<file path="src/hdl/rx_buffer_ring_owner_manager_defines.svh">
// Assertion macros shared by the receive buffer ring manager.
`ifndef RX_BUFFER_RING_OWNER_MANAGER_DEFINES_SVH
`define RX_BUFFER_RING_OWNER_MANAGER_DEFINES_SVH

// Same-cycle implication, disabled while reset is asserted.
`define RBOM_ASSERT_IMP(label, clk, rst_n, ante, cons, msg) \
    label: assert property (@(posedge clk) disable iff (!rst_n) (ante) |-> (cons)) \
        else $error(msg);

// Next-cycle implication, disabled while reset is asserted.
`define RBOM_ASSERT_NXT(label, clk, rst_n, ante, cons, msg) \
    label: assert property (@(posedge clk) disable iff (!rst_n) (ante) |=> (cons)) \
        else $error(msg);

`endif

</file>
<file path="src/hdl/rbom_pkg.sv">
// Types, codes and constants of the receive buffer ring manager.
package rbom_pkg;

    // Ring length, ring pointers and the pool count are all 4 bits wide.
    localparam int PTR_W       = 4;
    localparam int LEN_W       = 16;
    localparam int MAX_RESULTS = 8;

    // Command codes carried in func
    localparam logic [2:0] FN_START  = 3'd0;
    localparam logic [2:0] FN_STOP   = 3'd1;
    localparam logic [2:0] FN_FILL   = 3'd2;
    localparam logic [2:0] FN_SCAN   = 3'd3;
    localparam logic [2:0] FN_ERROR  = 3'd4;
    localparam logic [2:0] FN_RETURN = 3'd5;

    // Configuration register indexes
    localparam int CFG_IDX_W = 2;
    localparam logic [CFG_IDX_W-1:0] CFG_POOL_COUNT      = 2'd0;
    localparam logic [CFG_IDX_W-1:0] CFG_BUFFER_CAPACITY = 2'd1;
    localparam logic [CFG_IDX_W-1:0] CFG_DELIVER_ENABLE  = 2'd2;

    localparam logic [PTR_W-1:0] POOL_COUNT_RST      = 4'd8;
    localparam logic [LEN_W-1:0] BUFFER_CAPACITY_RST = 16'd1024;

    typedef enum logic [2:0] {
        KIND_ACK       = 3'd0,
        KIND_DELIVERED = 3'd1,
        KIND_INVALID   = 3'd2,
        KIND_OVERFLOW  = 3'd3,
        KIND_RESUME    = 3'd4,
        KIND_RESTART   = 3'd5,
        KIND_REJECTED  = 3'd6
    } kind_t;

    typedef struct packed {
        logic [2:0]       func;
        logic [2:0]       buf_index;
        logic [LEN_W-1:0] fill_len;
    } in_item_t;

    typedef struct packed {
        kind_t            kind;
        logic [2:0]       out_index;
        logic [LEN_W-1:0] out_size;
        logic [3:0]       held_count;
        logic             flush_fifo;
        logic             last;
    } result_t;

    typedef enum logic [2:0] {
        ST_IDLE,
        ST_DECODE,
        ST_MOD,
        ST_SCAN_CHK,
        ST_SCAN_EMIT,
        ST_WALK,
        ST_COUNT_OUT,
        ST_BACK_OUT
    } state_t;

    // Controller to datapath
    typedef struct packed {
        logic  latch;
        logic  remount;
        logic  set_run;
        logic  clr_run;
        logic  set_ovf;
        logic  clr_ovf;
        logic  fill;
        logic  clr_idx;
        logic  scan_init;
        logic  mod_step;
        logic  scan_take;
        logic  scan_adv;
        logic  walk_init;
        logic  walk_step;
        logic  emit;
        kind_t kind;
        logic  emit_buf;
        logic  emit_cnt;
        logic  flush;
        logic  last;
    } ctl_cmd_t;

    // Datapath to controller
    typedef struct packed {
        logic [2:0] func;
        logic       running;
        logic       overflowed;
        logic       pool_ok;
        logic       idx_ok;
        logic       owner_idx;
        logic       mod_done;
        logic       owner_b;
        logic       scan_last;
        logic       scan_disc;
        logic       walk_last;
        logic       cnt_zero;
    } ctl_status_t;

endpackage

</file>
<file path="src/hdl/rx_buffer_ring_owner_manager.sv">
// Top level of the receive buffer ring manager: controller, datapath and checks.
//
// A command is taken on a clock edge where start is high and busy is low.
// Every command yields one or more results, each shown on result for exactly
// one cycle with result_valid high; the receiver cannot stall, so each result
// is a transfer in the cycle it appears, and result.last marks the final one
// of the command. The first cycle after a transfer decodes the command; start,
// stop, fill, plain return and the rejected or acknowledged cases then show
// their single result in the following cycle, with busy already low, so
// another command can be taken while that result shows. A done scan first
// brings the scan point into the ring, subtracting the ring length while the
// point lies past its end, then checks the owner of each buffer and does the
// registered length read, at most 8 buffers per scan. A descriptor error, and
// a buffer return during overflow while running, walk the owner bits of the
// ring one per cycle before reporting. Owner bits sit in flip-flops and reset
// to DMA owned; lengths sit in a small RAM and carry no reset. Configuration
// is written through cfg_we/cfg_index/cfg_data and should change only while
// the block is idle.
module rx_buffer_ring_owner_manager #(
    parameter int POOL_SIZE = 8
) (
    input  logic                           clk,
    input  logic                           rst_n,
    input  logic                           start,
    output logic                           busy,
    input  rbom_pkg::in_item_t             item,
    output logic                           result_valid,
    output rbom_pkg::result_t              result,
    input  logic                           cfg_we,
    input  logic [rbom_pkg::CFG_IDX_W-1:0] cfg_index,
    input  logic [rbom_pkg::LEN_W-1:0]     cfg_data
);

`include "rx_buffer_ring_owner_manager_defines.svh"

    rbom_pkg::ctl_cmd_t    cmd;
    rbom_pkg::ctl_status_t status;

    // Sequence each transfer through decode, scan and walk
    rbom_ctrl u_ctrl (
        .clk    (clk),
        .rst_n  (rst_n),
        .start  (start),
        .busy   (busy),
        .status (status),
        .cmd    (cmd)
    );

    // Hold ring state and drive the result register
    rbom_dp #(
        .POOL_SIZE (POOL_SIZE)
    ) u_dp (
        .clk          (clk),
        .rst_n        (rst_n),
        .cfg_we       (cfg_we),
        .cfg_index    (cfg_index),
        .cfg_data     (cfg_data),
        .item         (item),
        .cmd          (cmd),
        .status       (status),
        .result       (result),
        .result_valid (result_valid)
    );

    // An accepted command keeps the block busy in the next cycle
    `RBOM_ASSERT_NXT(a_accept_busy, clk, rst_n, start && !busy, busy,
        "accepted command did not raise busy")

    // More results follow a non-final one, so the block stays busy
    `RBOM_ASSERT_IMP(a_more_busy, clk, rst_n, result_valid && !result.last, busy,
        "block idle while results of a command remain")

    // The final result frees the block
    `RBOM_ASSERT_IMP(a_last_idle, clk, rst_n, result_valid && result.last, !busy,
        "block still busy on final result")

    // Only delivered and discarded results carry a buffer
    `RBOM_ASSERT_IMP(a_buf_fields, clk, rst_n,
        result_valid && result.kind != rbom_pkg::KIND_DELIVERED &&
        result.kind != rbom_pkg::KIND_INVALID,
        result.out_index == 3'd0 && result.out_size == 16'd0,
        "buffer fields set on a result without a buffer")

endmodule

</file>
<file path="src/hdl/rbom_ram.sv">
// Generic single-write, single-read RAM with registered read data.
module rbom_ram #(
    parameter int WIDTH = 16,
    parameter int DEPTH = 8
) (
    input  logic                     clk,
    input  logic                     wr_en,
    input  logic [$clog2(DEPTH)-1:0] wr_addr,
    input  logic [WIDTH-1:0]         wr_data,
    input  logic [$clog2(DEPTH)-1:0] rd_addr,
    output logic [WIDTH-1:0]         rd_data
);

    logic [WIDTH-1:0] mem [DEPTH];

    always_ff @(posedge clk)
    begin
        if (wr_en)
        begin
            mem[wr_addr] <= wr_data;
        end
        rd_data <= mem[rd_addr];
    end

endmodule

</file>
<file path="src/hdl/rbom_dp.sv">
// Datapath: configuration, owner bits, length store, scan and walk pointers, result register.
module rbom_dp #(
    parameter int POOL_SIZE = 8
) (
    input  logic                                clk,
    input  logic                                rst_n,
    input  logic                                cfg_we,
    input  logic [rbom_pkg::CFG_IDX_W-1:0]      cfg_index,
    input  logic [rbom_pkg::LEN_W-1:0]          cfg_data,
    input  rbom_pkg::in_item_t                  item,
    input  rbom_pkg::ctl_cmd_t                  cmd,
    output rbom_pkg::ctl_status_t               status,
    output rbom_pkg::result_t                   result,
    output logic                                result_valid
);

    localparam int IDX_W = $clog2(POOL_SIZE);
    localparam int PTR_W = rbom_pkg::PTR_W;
    localparam int LEN_W = rbom_pkg::LEN_W;

    rbom_pkg::in_item_t    item_reg;
    logic [PTR_W-1:0]      pool_count_reg;
    logic [LEN_W-1:0]      capacity_reg;
    logic                  deliver_reg;
    logic [POOL_SIZE-1:0]  owner_reg;
    logic                  running_reg;
    logic                  ovf_reg;
    logic                  none_reg;
    logic [PTR_W-1:0]      last_reg;
    logic [PTR_W-1:0]      b_reg;
    logic [2:0]            step_reg;
    logic [PTR_W-1:0]      wp_reg;
    logic [PTR_W-1:0]      cnt_reg;
    rbom_pkg::result_t     result_reg;
    logic                  result_valid_reg;

    logic [PTR_W-1:0]      ring_n;
    logic [PTR_W-1:0]      b_inc;
    logic [PTR_W-1:0]      b_next;
    logic [PTR_W-1:0]      step_inc;
    logic [IDX_W-1:0]      idx_a;
    logic [IDX_W-1:0]      b_a;
    logic [IDX_W-1:0]      bn_a;
    logic [IDX_W-1:0]      wp_a;
    logic [LEN_W-1:0]      rd_len;
    logic                  disc;

    // Ring length: pool count clamped to 2..POOL_SIZE
    always_comb
    begin
        if (int'(pool_count_reg) > POOL_SIZE)
        begin
            ring_n = PTR_W'(POOL_SIZE);
        end
        else if (pool_count_reg < PTR_W'(2))
        begin
            ring_n = PTR_W'(2);
        end
        else
        begin
            ring_n = pool_count_reg;
        end
    end

    assign idx_a    = IDX_W'(item_reg.buf_index);
    assign b_a      = IDX_W'(b_reg);
    assign b_inc    = b_reg + PTR_W'(1);
    assign b_next   = (b_inc == ring_n) ? '0 : b_inc;
    assign bn_a     = IDX_W'(b_next);
    assign wp_a     = IDX_W'(wp_reg);
    assign step_inc = PTR_W'(step_reg) + PTR_W'(1);
    assign disc     = (rd_len == '0) || (rd_len > capacity_reg);

    always_comb
    begin
        status.func       = item_reg.func;
        status.running    = running_reg;
        status.overflowed = ovf_reg;
        status.pool_ok    = pool_count_reg >= PTR_W'(2);
        status.idx_ok     = PTR_W'(item_reg.buf_index) < ring_n;
        status.owner_idx  = owner_reg[idx_a];
        status.mod_done   = b_reg < ring_n;
        status.owner_b    = owner_reg[b_a];
        status.scan_last  = !((step_inc < ring_n) &&
                              (step_inc < PTR_W'(rbom_pkg::MAX_RESULTS)) &&
                              owner_reg[bn_a]);
        status.scan_disc  = disc;
        status.walk_last  = wp_reg == (ring_n - PTR_W'(1));
        status.cnt_zero   = cnt_reg == '0;
    end

    rbom_ram #(
        .WIDTH (LEN_W),
        .DEPTH (POOL_SIZE)
    ) u_len_ram (
        .clk     (clk),
        .wr_en   (cmd.fill),
        .wr_addr (idx_a),
        .wr_data (item_reg.fill_len),
        .rd_addr (b_a),
        .rd_data (rd_len)
    );

    // Captured item
    always_ff @(posedge clk)
    begin
        if (cmd.latch)
        begin
            item_reg <= item;
        end
    end

    // Configuration registers
    always_ff @(posedge clk or negedge rst_n)
    begin
        if (!rst_n)
        begin
            pool_count_reg <= rbom_pkg::POOL_COUNT_RST;
            capacity_reg   <= rbom_pkg::BUFFER_CAPACITY_RST;
            deliver_reg    <= 1'b1;
        end
        else if (cfg_we)
        begin
            case (cfg_index)
                rbom_pkg::CFG_POOL_COUNT:      pool_count_reg <= cfg_data[PTR_W-1:0];
                rbom_pkg::CFG_BUFFER_CAPACITY: capacity_reg   <= cfg_data;
                rbom_pkg::CFG_DELIVER_ENABLE:  deliver_reg    <= cfg_data[0];
                default:                       ;
            endcase
        end
    end

    // Ring state
    always_ff @(posedge clk or negedge rst_n)
    begin
        if (!rst_n)
        begin
            owner_reg   <= '0;
            running_reg <= 1'b0;
            ovf_reg     <= 1'b0;
            none_reg    <= 1'b1;
            last_reg    <= PTR_W'(POOL_SIZE - 1);
        end
        else
        begin
            if (cmd.set_run)
            begin
                running_reg <= 1'b1;
            end
            else if (cmd.clr_run)
            begin
                running_reg <= 1'b0;
            end

            if (cmd.set_ovf)
            begin
                ovf_reg <= 1'b1;
            end
            else if (cmd.clr_ovf)
            begin
                ovf_reg <= 1'b0;
            end

            if (cmd.remount)
            begin
                owner_reg <= '0;
                none_reg  <= 1'b1;
                last_reg  <= PTR_W'(POOL_SIZE - 1);
            end
            else if (cmd.fill)
            begin
                owner_reg[idx_a] <= 1'b1;
            end
            else if (cmd.clr_idx)
            begin
                owner_reg[idx_a] <= 1'b0;
            end
            else if (cmd.scan_take)
            begin
                // hand back a bad length, or any buffer when delivery is off
                if (disc || !deliver_reg)
                begin
                    owner_reg[b_a] <= 1'b0;
                end
                last_reg <= b_reg;
                none_reg <= 1'b0;
            end
        end
    end

    // Scan pointer and walk counter
    always_ff @(posedge clk or negedge rst_n)
    begin
        if (!rst_n)
        begin
            b_reg    <= '0;
            step_reg <= '0;
            wp_reg   <= '0;
            cnt_reg  <= '0;
        end
        else
        begin
            if (cmd.scan_init)
            begin
                b_reg    <= none_reg ? '0 : last_reg + PTR_W'(1);
                step_reg <= '0;
            end
            else if (cmd.mod_step)
            begin
                b_reg <= b_reg - ring_n;
            end
            else if (cmd.scan_adv)
            begin
                b_reg    <= b_next;
                step_reg <= step_reg + 3'd1;
            end

            if (cmd.walk_init)
            begin
                wp_reg  <= '0;
                cnt_reg <= '0;
            end
            else if (cmd.walk_step)
            begin
                wp_reg  <= wp_reg + PTR_W'(1);
                cnt_reg <= cnt_reg + PTR_W'(owner_reg[wp_a]);
            end
        end
    end

    // Result register
    always_ff @(posedge clk or negedge rst_n)
    begin
        if (!rst_n)
        begin
            result_valid_reg <= 1'b0;
        end
        else
        begin
            result_valid_reg <= cmd.emit;
        end
    end

    always_ff @(posedge clk)
    begin
        if (cmd.emit)
        begin
            result_reg.kind       <= cmd.kind;
            result_reg.out_index  <= cmd.emit_buf ? 3'(b_reg) : 3'd0;
            result_reg.out_size   <= cmd.emit_buf ? rd_len : '0;
            result_reg.held_count <= cmd.emit_cnt ? 4'(cnt_reg) : 4'd0;
            result_reg.flush_fifo <= cmd.flush;
            result_reg.last       <= cmd.last;
        end
    end

    assign result       = result_reg;
    assign result_valid = result_valid_reg;

endmodule

</file>
<file path="src/hdl/rbom_ctrl.sv">
// Controller: sequences decode, scan and ring walks, and issues datapath commands.
module rbom_ctrl (
    input  logic                  clk,
    input  logic                  rst_n,
    input  logic                  start,
    output logic                  busy,
    input  rbom_pkg::ctl_status_t status,
    output rbom_pkg::ctl_cmd_t    cmd
);

    rbom_pkg::state_t state_reg;
    rbom_pkg::state_t state_next;

    always_ff @(posedge clk or negedge rst_n)
    begin
        if (!rst_n)
        begin
            state_reg <= rbom_pkg::ST_IDLE;
        end
        else
        begin
            state_reg <= state_next;
        end
    end

    assign busy = state_reg != rbom_pkg::ST_IDLE;

    // Next state
    always_comb
    begin
        state_next = state_reg;
        case (state_reg)
            rbom_pkg::ST_IDLE:
            begin
                if (start)
                begin
                    state_next = rbom_pkg::ST_DECODE;
                end
            end
            rbom_pkg::ST_DECODE:
            begin
                state_next = rbom_pkg::ST_IDLE;
                case (status.func)
                    rbom_pkg::FN_SCAN:
                    begin
                        if (status.running)
                        begin
                            state_next = rbom_pkg::ST_MOD;
                        end
                    end
                    rbom_pkg::FN_ERROR:
                    begin
                        if (status.running && !status.overflowed)
                        begin
                            state_next = rbom_pkg::ST_WALK;
                        end
                    end
                    rbom_pkg::FN_RETURN:
                    begin
                        if (status.idx_ok && status.running && status.overflowed)
                        begin
                            state_next = rbom_pkg::ST_WALK;
                        end
                    end
                    default: ;
                endcase
            end
            rbom_pkg::ST_MOD:
            begin
                if (status.mod_done)
                begin
                    state_next = rbom_pkg::ST_SCAN_CHK;
                end
            end
            rbom_pkg::ST_SCAN_CHK:
            begin
                state_next = status.owner_b ? rbom_pkg::ST_SCAN_EMIT : rbom_pkg::ST_IDLE;
            end
            rbom_pkg::ST_SCAN_EMIT:
            begin
                state_next = status.scan_last ? rbom_pkg::ST_IDLE : rbom_pkg::ST_SCAN_CHK;
            end
            rbom_pkg::ST_WALK:
            begin
                if (status.walk_last)
                begin
                    state_next = (status.func == rbom_pkg::FN_ERROR) ?
                                 rbom_pkg::ST_COUNT_OUT : rbom_pkg::ST_BACK_OUT;
                end
            end
            rbom_pkg::ST_COUNT_OUT: state_next = rbom_pkg::ST_IDLE;
            rbom_pkg::ST_BACK_OUT:  state_next = rbom_pkg::ST_IDLE;
            default:                state_next = rbom_pkg::ST_IDLE;
        endcase
    end

    // Commands
    always_comb
    begin
        cmd      = '0;
        cmd.kind = rbom_pkg::KIND_ACK;
        case (state_reg)
            rbom_pkg::ST_IDLE:
            begin
                cmd.latch = start;
            end
            rbom_pkg::ST_DECODE:
            begin
                cmd.emit = 1'b1;
                cmd.last = 1'b1;
                case (status.func)
                    rbom_pkg::FN_START:
                    begin
                        if (status.running || !status.pool_ok)
                        begin
                            cmd.kind = rbom_pkg::KIND_REJECTED;
                        end
                        else
                        begin
                            cmd.set_run = 1'b1;
                            cmd.clr_ovf = 1'b1;
                            cmd.remount = 1'b1;
                            cmd.kind    = rbom_pkg::KIND_RESTART;
                        end
                    end
                    rbom_pkg::FN_STOP:
                    begin
                        cmd.clr_run = 1'b1;
                    end
                    rbom_pkg::FN_FILL:
                    begin
                        if (status.running && status.idx_ok && !status.owner_idx)
                        begin
                            cmd.fill = 1'b1;
                        end
                        else
                        begin
                            cmd.kind = rbom_pkg::KIND_REJECTED;
                        end
                    end
                    rbom_pkg::FN_SCAN:
                    begin
                        if (status.running)
                        begin
                            cmd.emit      = 1'b0;
                            cmd.last      = 1'b0;
                            cmd.scan_init = 1'b1;
                        end
                    end
                    rbom_pkg::FN_ERROR:
                    begin
                        if (status.running && !status.overflowed)
                        begin
                            cmd.emit      = 1'b0;
                            cmd.last      = 1'b0;
                            cmd.set_ovf   = 1'b1;
                            cmd.walk_init = 1'b1;
                        end
                    end
                    rbom_pkg::FN_RETURN:
                    begin
                        if (status.idx_ok)
                        begin
                            cmd.clr_idx = 1'b1;
                            if (status.running && status.overflowed)
                            begin
                                cmd.emit      = 1'b0;
                                cmd.last      = 1'b0;
                                cmd.walk_init = 1'b1;
                            end
                            else if (status.running)
                            begin
                                cmd.kind = rbom_pkg::KIND_RESUME;
                            end
                        end
                    end
                    default: ;
                endcase
            end
            rbom_pkg::ST_MOD:
            begin
                cmd.mod_step = !status.mod_done;
            end
            rbom_pkg::ST_SCAN_CHK:
            begin
                // empty scan reports a single ack
                if (!status.owner_b)
                begin
                    cmd.emit = 1'b1;
                    cmd.last = 1'b1;
                end
            end
            rbom_pkg::ST_SCAN_EMIT:
            begin
                cmd.emit      = 1'b1;
                cmd.emit_buf  = 1'b1;
                cmd.kind      = status.scan_disc ? rbom_pkg::KIND_INVALID :
                                                   rbom_pkg::KIND_DELIVERED;
                cmd.last      = status.scan_last;
                cmd.scan_take = 1'b1;
                cmd.scan_adv  = !status.scan_last;
            end
            rbom_pkg::ST_WALK:
            begin
                cmd.walk_step = 1'b1;
            end
            rbom_pkg::ST_COUNT_OUT:
            begin
                cmd.emit     = 1'b1;
                cmd.last     = 1'b1;
                cmd.emit_cnt = 1'b1;
                cmd.kind     = rbom_pkg::KIND_OVERFLOW;
            end
            rbom_pkg::ST_BACK_OUT:
            begin
                cmd.emit = 1'b1;
                cmd.last = 1'b1;
                if (status.cnt_zero)
                begin
                    cmd.clr_ovf = 1'b1;
                    cmd.remount = 1'b1;
                    cmd.flush   = 1'b1;
                    cmd.kind    = rbom_pkg::KIND_RESTART;
                end
            end
            default: ;
        endcase
    end

endmodule
</file>
<file path="config.mk">
export PLATFORM = sky130hd
export DESIGN_NAME = rx_buffer_ring_owner_manager
export DESIGN_NICKNAME = d
export VERILOG_FILES = /design/src/hdl/rbom_pkg.sv /design/src/hdl/rx_buffer_ring_owner_manager.sv /design/src/hdl/rbom_ram.sv /design/src/hdl/rbom_dp.sv /design/src/hdl/rbom_ctrl.sv
export VERILOG_INCLUDE_DIRS = /design/src /design/src/hdl
export SDC_FILE = /design/constraint.sdc
export NUM_CORES = 1
export LEC_CHECK = 0
export BUFFER_PORTS_ARGS = -buffer_cell sky130_fd_sc_hd__buf_4
export CAP_MARGIN = 5
export CORE_ASPECT_RATIO = 1.4
export CORE_UTILIZATION = 35
export DETAILED_ROUTE_END_ITERATION = 10
export PLACE_DENSITY = 0.54
export SYNTH_ARGS = -nofsm -noshare
export SYNTH_HDL_FRONTEND = slang
export SYNTH_SLANG_ARGS = --single-unit
export TNS_END_PERCENT = 30
</file>
<file path="constraint.sdc">
create_clock -name clk -period 6.7 [get_ports clk]
set_input_delay 0.67 -clock clk [delete_from_list [all_inputs] [get_ports clk]]
set_output_delay 0.67 -clock clk [all_outputs]
set_load 0.1 [all_outputs]
</file>
==> results by group, run 1 <==
GRT
  • Number of global-route vias before repair: 6705
  • Initial antenna violation count: 0
  • Largest net degree at the start of global routing: between 50 and 60
  • GRT Total Usage: 0.167
  • Gr ovfl total: 0
  • First-pass GRT wire length: 39000 um

Cells and area
  • Layout Cells excl Fill: 1235
  • Fill cell count: 2683
  • NumNets Final: 913
  • Commonest cells after routing, fill and taps aside: edfxtp_1 (178), buf_4 (85), a22oi_1 (65)
  • Commonest non-fill, non-tap cell in the layout: edfxtp_1
  • Layout cells sized above 1: 0.207
  • Max reg flops: between 100 and 150
  • Diodes inserted: 0
  • Final core utilization: 0.422
  • Area delta synth->final: 18.0%

Route
  • WL/cell: approximately 20 um
  • Via density: about 5.2
  • DR WL met2: 13100 um
  • Met1 WL: about 10000 um
  • DR top layer: met4
  • # DRC: 0
  • WL final: 25200 um
  • DR iter-0 viols: 366
  • Post-route ant nets: 0
  • TritonRoute pass-1 iters: 5
  • WL met3: 903 um
  • Total number of vias: between 6000 and 7000

STA
  • Worst hold slack: 0.210 ns
  • Final Hold Vio Count: 0
  • Slew Viols, Final: 0
  • RSZ-0062 raised after global routing: no
  • Final number of setup-violating endpoints: 0
  • Tcrit/Tclk final: 0.503
  • Minimum clock period after layout: 3.37 ns
  • Fmax: 297 MHz
  • Slew margin rel.: 0.312
  • Setup TNS: 0 ns
  • Final clock skew: just under 0.02 ns
  • Tightest Pin Transition: 1.03 ns

Synthesis
  • Register bit total from synthesis: 249
  • Number of flops mapped to enable cells by yosys: ~180
  • Asr flop ratio synth: 0.221
  • Yosys warns: 0
  • Post-synth top area share: 0.509
  • Top post-synthesis cells by area: edfxtp_1 (51%), dfrtp_1 (11%), a22oi_1 (4.6%)
  • Post-Synthesis Cells: 750
  • Dominant synthesized flop cell: edfxtp_1
  • Leading area contributor after synthesis: edfxtp_1
  • Syn Area/Cell: roughly 14 sq um
  • Post-synth design cell area: 10500 sq um
  • Cell variety after synth: 64
  • Syn Nets: roughly 830
  • Seq/Total Area, Yosys: 0.671

Floorplanning
  • Die area: 30700 sq um
  • Ports: between 70 and 80
  • Row count: 74
  • Die Y: 207 um
  • Horiz. Die Dim: 148 um
  • Starting density of the core: 0.358
  • Core area: ~29000 sq um

Clock network
  • Post-CTS setup buffer count: 0
  • Clock Tree Root: clkbuf_16
  • CTS tree: built
  • Hold_buf cts: 0
  • H-tree depth: 1
  • Post-CTS sizing: 0
  • Worst skew pair latency: 0.54 ns
  • Max Root-Sink Buffers: 3
  • CTS clk-pin slew, worst paths: 0.07 ns
  • Total clock sinks: between 200 and 250
  • CTS Buf Count: 25

Placement
  • I/O Buffers: 73
  • DPL Wire Length: 16500 um
  • # placed instances: between 1000 and 1500
  • RePlAce Congestion: 0.841

Worst setup path
  • Crit-path max FO: 18
  • FF-to-FF Start: u_dp.b_reg[1]
  • Crit start category: register
  • Required time worst endpoint: a little over 7 ns
  • Crit path kind: reg2reg
  • Crit path DAT: 3.77 ns
  • Setup crit end kind: register
  • R2r setup slk: roughly 3.3 ns
  • R2R cell count: 7
  • Reg-to-Reg End: u_dp.b_reg[0]

Flow run
  • Max Cap Viol: 0

Power
  • Worst IR Drop VDD: 0.000194 V
  • Sequential Power Share: 0.419
  • Internal Pwr Total: 3.31 mW
  • Clock power share: 0.257
  • P per Cell Area: 441 nW/um^2
  • Sw power: 2.16 mW
  • Lkg Pwr: between 4 and 5 nW
  • Sw frac: 0.395
  • Comb power frac: 0.324

Worst hold path
  • Min-delay worst type: in2async

Status
  • Outcome: completed
cells in the mapped netlist (2+ instances only):
| master | number |
|---|---|
| o21ai_0 | 20 |
| nor4_1 | 6 |
| nor2b_1 | 4 |
| o21bai_1 | 3 |
| or3_1 | 5 |
| o311ai_0 | 4 |
| dfrtp_1 | 48 |
| buf_2 | 3 |
| a22oi_1 | 65 |
| dfstp_2 | 7 |
| and2_1 | 21 |
| a211oi_1 | 4 |
| edfxtp_1 | 178 |
| nand4_1 | 23 |
| mux2_2 | 23 |
| nand2b_1 | 7 |
| clkbuf_1 | 21 |
| ha_1 | 32 |
| buf_1 | 2 |
| o22ai_1 | 3 |
| o21a_1 | 3 |
| nor3b_1 | 3 |
| inv_1 | 28 |
| and3_1 | 7 |
| nand3b_1 | 6 |
| a21oi_1 | 17 |
| nand2_1 | 41 |
| xnor2_1 | 8 |
| o311ai_1 | 2 |
| a211o_1 | 7 |
| a21o_1 | 4 |
| o21ai_1 | 4 |
| nor2_1 | 37 |
| a2bb2oi_1 | 8 |
| nand3_1 | 12 |
| xor2_1 | 7 |
| o31ai_1 | 3 |
| dfxtp_1 | 16 |
| mux4_2 | 3 |
| mux2i_1 | 15 |
| nor3_1 | 17 |
power groups by stage:
stage | clock [mW] | combinational [mW] | sequential [mW]
after floorplan | 0 | 0.825 | 2.75
after global placement | 0 | 1.78 | 2.32
after detailed placement | 0 | 1.79 | 2.32
after CTS | 1.44 | 1.79 | 2.29
after global routing | 1.49 | 1.92 | 2.33
final | 1.41 | 1.77 | 2.29
worst max path at each step:
stage	startpoint	to	depth (start not counted)
finish	u_dp.b_reg[1]	u_dp.b_reg[0]	7
global route	u_dp.b_reg[2]	u_ctrl.state_reg[0]	7
CTS	u_dp.b_reg[1]	u_dp.result[0]	6
detailed placement	u_dp.b_reg[2]	u_dp.result[0]	6
global placement	u_dp.b_reg[2]	u_dp.b_reg[0]	7
floorplan	u_dp.pool_count_reg[3]	u_dp.u_len_ram.mem[1][0]	8
layout make-up:
| type | count | area (sq um) | share of cell area |
|---|---|---|---|
| clock buffers | 28 | 647 | 0.0522 |
| flip-flops and latches | 249 | 7050 | 0.569 |
| well taps | 380 | 475 | 0.0384 |
| inverters | 29 | 109 | 0.00878 |
| multi-input cells | 446 | 3300 | 0.266 |
| clock inverters | 18 | 180 | 0.0145 |
| repair buffers | 85 | 638 | 0.0515 |
logic make-up after synthesis:
group           synth area share
xor+xnor                  0.0141
simple gates              0.0977
buf+inv                   0.0200
compound gates             0.112
fa+ha+maj                 0.0400
mux                       0.0454
flops                      0.671
stage by stage:
step	setup WS, ns	power (mW)	area [sq um]
5_1_grt	3.06	5.74	12400
3_3_place_gp	3.36	4.10	11600
2_1_floorplan	3.27	3.57	10500
3_5_place_dp	3.27	4.11	11600
6_report	3.33	5.47	12400
4_1_cts	3.25	5.53	12400
critical path, stage by stage, from the launching register on:
cell and delay (ns):
dfrtp_1 0.74, and3_1 0.87, xnor2_1 0.20, a2111o_1 0.50, a221oi_2 0.47, o21ai_4 0.16
o21ai_0 0.20, o32ai_1 0.10
routing by layer:
layer / vias up / track usage
met4: 0 / 0.0547
met2: 128 / 0.299
met1: 3234 / 0.204
li1: 3069 / -
met5: - / 0
met3: 44 / 0.0203
(Power assumes the default switching activity.)
==> run 2, diff against run 1 <==
==> constraint.sdc (replaced) <==
create_clock -name clk -period 3.5 [get_ports clk]
set_input_delay 0.35 -clock clk [delete_from_list [all_inputs] [get_ports clk]]
set_output_delay 0.35 -clock clk [all_outputs]
set_load 0.1 [all_outputs]
==> run 2 against run 1 <==
Effect of this change:
- clock skew shrank 0.0064 ns
- combinational power increased by 100%
- clock power rose by 92%
- critical path depth grew 3
- final area increased by 2.7%
- maximum frequency up 7.7%
- final cell count up 3.2%
- largest cell class unchanged
- highest routed layer unchanged
==> results by group, run 2 (synthesis gave the netlist of run 1 again) <==
Status
  • Outcome: completed

Power
  • Clock power share: 0.256 (about the same)
  • Comb power frac: 0.334 (+0.010)
  • P per Cell Area: 831 nW/um^2 (+88%)
  • Sw frac: 0.390 (-0.00429)
  • Lkg Pwr: 4.82 nW (+3.9%)
  • Internal Pwr Total: 6.45 mW (+95%)
  • Sw power: 4.13 mW (+91%)
  • Worst IR Drop VDD: 0.000380 V (+96%)
  • Sequential Power Share: 0.410 (-0.009)

Clock network
  • Max Root-Sink Buffers: 3 (unchanged)
  • CTS Buf Count: 26 (+4.0%)
  • Hold_buf cts: 23 (+23)
  • Post-CTS setup buffer count: 0 (unchanged)
  • Post-CTS sizing: 0 (unchanged)
  • Worst skew pair latency: 0.55 ns (about the same)
  • H-tree depth: 1 (unchanged)
  • CTS tree: built
  • CTS clk-pin slew, worst paths: 0.06 ns (about the same)
  • Total clock sinks: 249 (unchanged)
  • Clock Tree Root: clkbuf_16

Floorplanning
  • Row count: 74 (unchanged)
  • Starting density of the core: 0.358 (unchanged)
  • Horiz. Die Dim: 148 um (unchanged)
  • Die Y: 207 um (unchanged)
  • Die area: 30700 sq um (unchanged)
  • Ports: 74 (unchanged)
  • Core area: 29400 sq um (unchanged)

STA
  • Slew Viols, Final: 0 (unchanged)
  • Minimum clock period after layout: 3.13 ns (-0.241 ns)
  • Setup TNS: 0 ns (unchanged)
  • Tcrit/Tclk final: 0.894 (+0.391)
  • Final Hold Vio Count: 0 (unchanged)
  • Tightest Pin Transition: 0.941 ns (-0.0904 ns)
  • Final number of setup-violating endpoints: 0 (unchanged)
  • Fmax: 320 MHz (+7.7%)
  • RSZ-0062 raised after global routing: no
  • Final clock skew: 0.0132 ns (-0.00643 ns)
  • Slew margin rel.: 0.373 (+0.0610)

Placement
  • RePlAce Congestion: 0.840 (about the same)
  • I/O Buffers: 73 (unchanged)
  • Placed inst area: 11700 sq um (+0.89%)
  • DPL Wire Length: 16600 um (+0.72%)

Cells and area
  • Max reg flops: 128 (unchanged)
  • Layout cells sized above 1: 0.214 (+0.00663)
  • Post-route cell area: 12700 sq um (+2.7%)
  • Commonest cells after routing, fill and taps aside: edfxtp_1 (178), buf_4 (98), a22oi_1 (65)
  • NumNets Final: 951 (+4.2%)
  • Area delta synth->final: 21.2%
  • Commonest non-fill, non-tap cell in the layout: edfxtp_1
  • Diodes inserted: 0 (unchanged)

Route
  • TritonRoute pass-1 iters: 4 (-1)
  • WL final: 25700 um (+1.8%)
  • # DRC: 0 (unchanged)
  • Post-route ant nets: 0 (unchanged)
  • WL/cell: 20.1 um (-1.3%)
  • DR iter-0 viols: 338 (-7.7%)
  • Total number of vias: 6565 (+1.4%)
  • Via density: 5.15 (-1.7%)

GRT
  • Gr ovfl total: 0 (unchanged)
  • First-pass GRT wire length: 40500 um (+3.8%)
  • Largest net degree at the start of global routing: 56 (unchanged)
  • GRT Total Usage: 0.173 (+0.00652)
  • Number of global-route vias before repair: 7052 (+5.2%)
  • Initial antenna violation count: 0 (unchanged)

Worst setup path
  • Required time worst endpoint: 3.74 ns (-3.36 ns)
  • Setup crit end kind: register
  • Crit-path max FO: 29 (+11)
  • Crit path DAT: 3.37 ns (-0.40 ns)
  • Crit start category: register
  • Crit path kind: reg2reg

Flow run
  • Max Cap Viol: 0 (unchanged)

Worst hold path
  • Min-delay worst type: in2reg
## run 2: cell types whose count changed in the layout (fill, tap and decap cells not counted), moves of 2 or more
cell	change
clkinv_4	-2
nor3_4	-2
clkbuf_1	+3
nor3_2	+2
dlygate4sd3_1	+23
buf_4	+13
clkinv_1	-2
clkinv_2	+4
## run 2: worst paths after layout
kind | start | end | slack, ns | cells after the start
max in group asynchronous | rst_n | u_dp.capacity_reg[14] | 2.53 | 2
setup reg to reg | u_dp.pool_count_reg[2] | u_dp.result[14] | 0.37 | 10
min in group asynchronous | rst_n | u_dp.ovf_reg | 0.43 | 2
hold / removal | cfg_data[9] | u_dp.capacity_reg[9] | 0.04 | 2
setup / recovery | u_dp.pool_count_reg[2] | u_dp.result[14] | 0.37 | 10
hold reg to reg | u_dp.u_len_ram.mem[7][10] | u_dp.u_len_ram.rd_data[10] | 0.46 | 2
## run 2: metal layers
layer  share of wire  vias up  GRT usage
met3           0.040       38     0.0269
met5               0        -          0
met2            0.52      136      0.306
li1                -     3141          -
met4           0.026        0     0.0640
met1            0.41     3250      0.210
## run 2: critical path: stages (launching register included)
cell and delay (ns):
dfrtp_1 0.40, nor2b_1 0.16, or2_2 0.33, ha_1 0.29
o311ai_1 0.09, a21oi_1 0.49, nor3_1 0.15, a221oi_1 0.32
o311ai_0 0.19, nand2_1 0.16, buf_12 0.21
## run 2: through the flow
step           power [mW]  instances  setup slack, ns  utilization  hold WS, ns
6_report             10.6       1274            0.371        0.434       0.0374
5_1_grt              11.1       1274            0.163        0.434       0.0108
4_1_cts              10.7       1274            0.380        0.434      0.00733
3_5_place_dp         7.94       1203            0.376        0.398        0.458
3_3_place_gp         7.92       1203            0.457        0.398        0.464
2_1_floorplan        6.84        750           0.0707            -       0.0544
## run 2: power groups by stage
stage,clock (mW),combinational [mW],sequential (mW)
floorplan,0,1.58,5.26
global placement,0,3.52,4.40
detailed placement,0,3.54,4.40
CTS,2.79,3.58,4.34
global route,2.90,3.81,4.41
finish,2.71,3.54,4.34
## run 2: final cells by class
type	instances	area (sq um)
Timing Repair Buffer	122	986
Sequential cell	249	7050
Clock inverter	16	151
Multi-Input combinational cell	446	3280
Tap cell	380	475
Clock buffer	32	683
Fill cell	2693	16600
Inverter	29	109
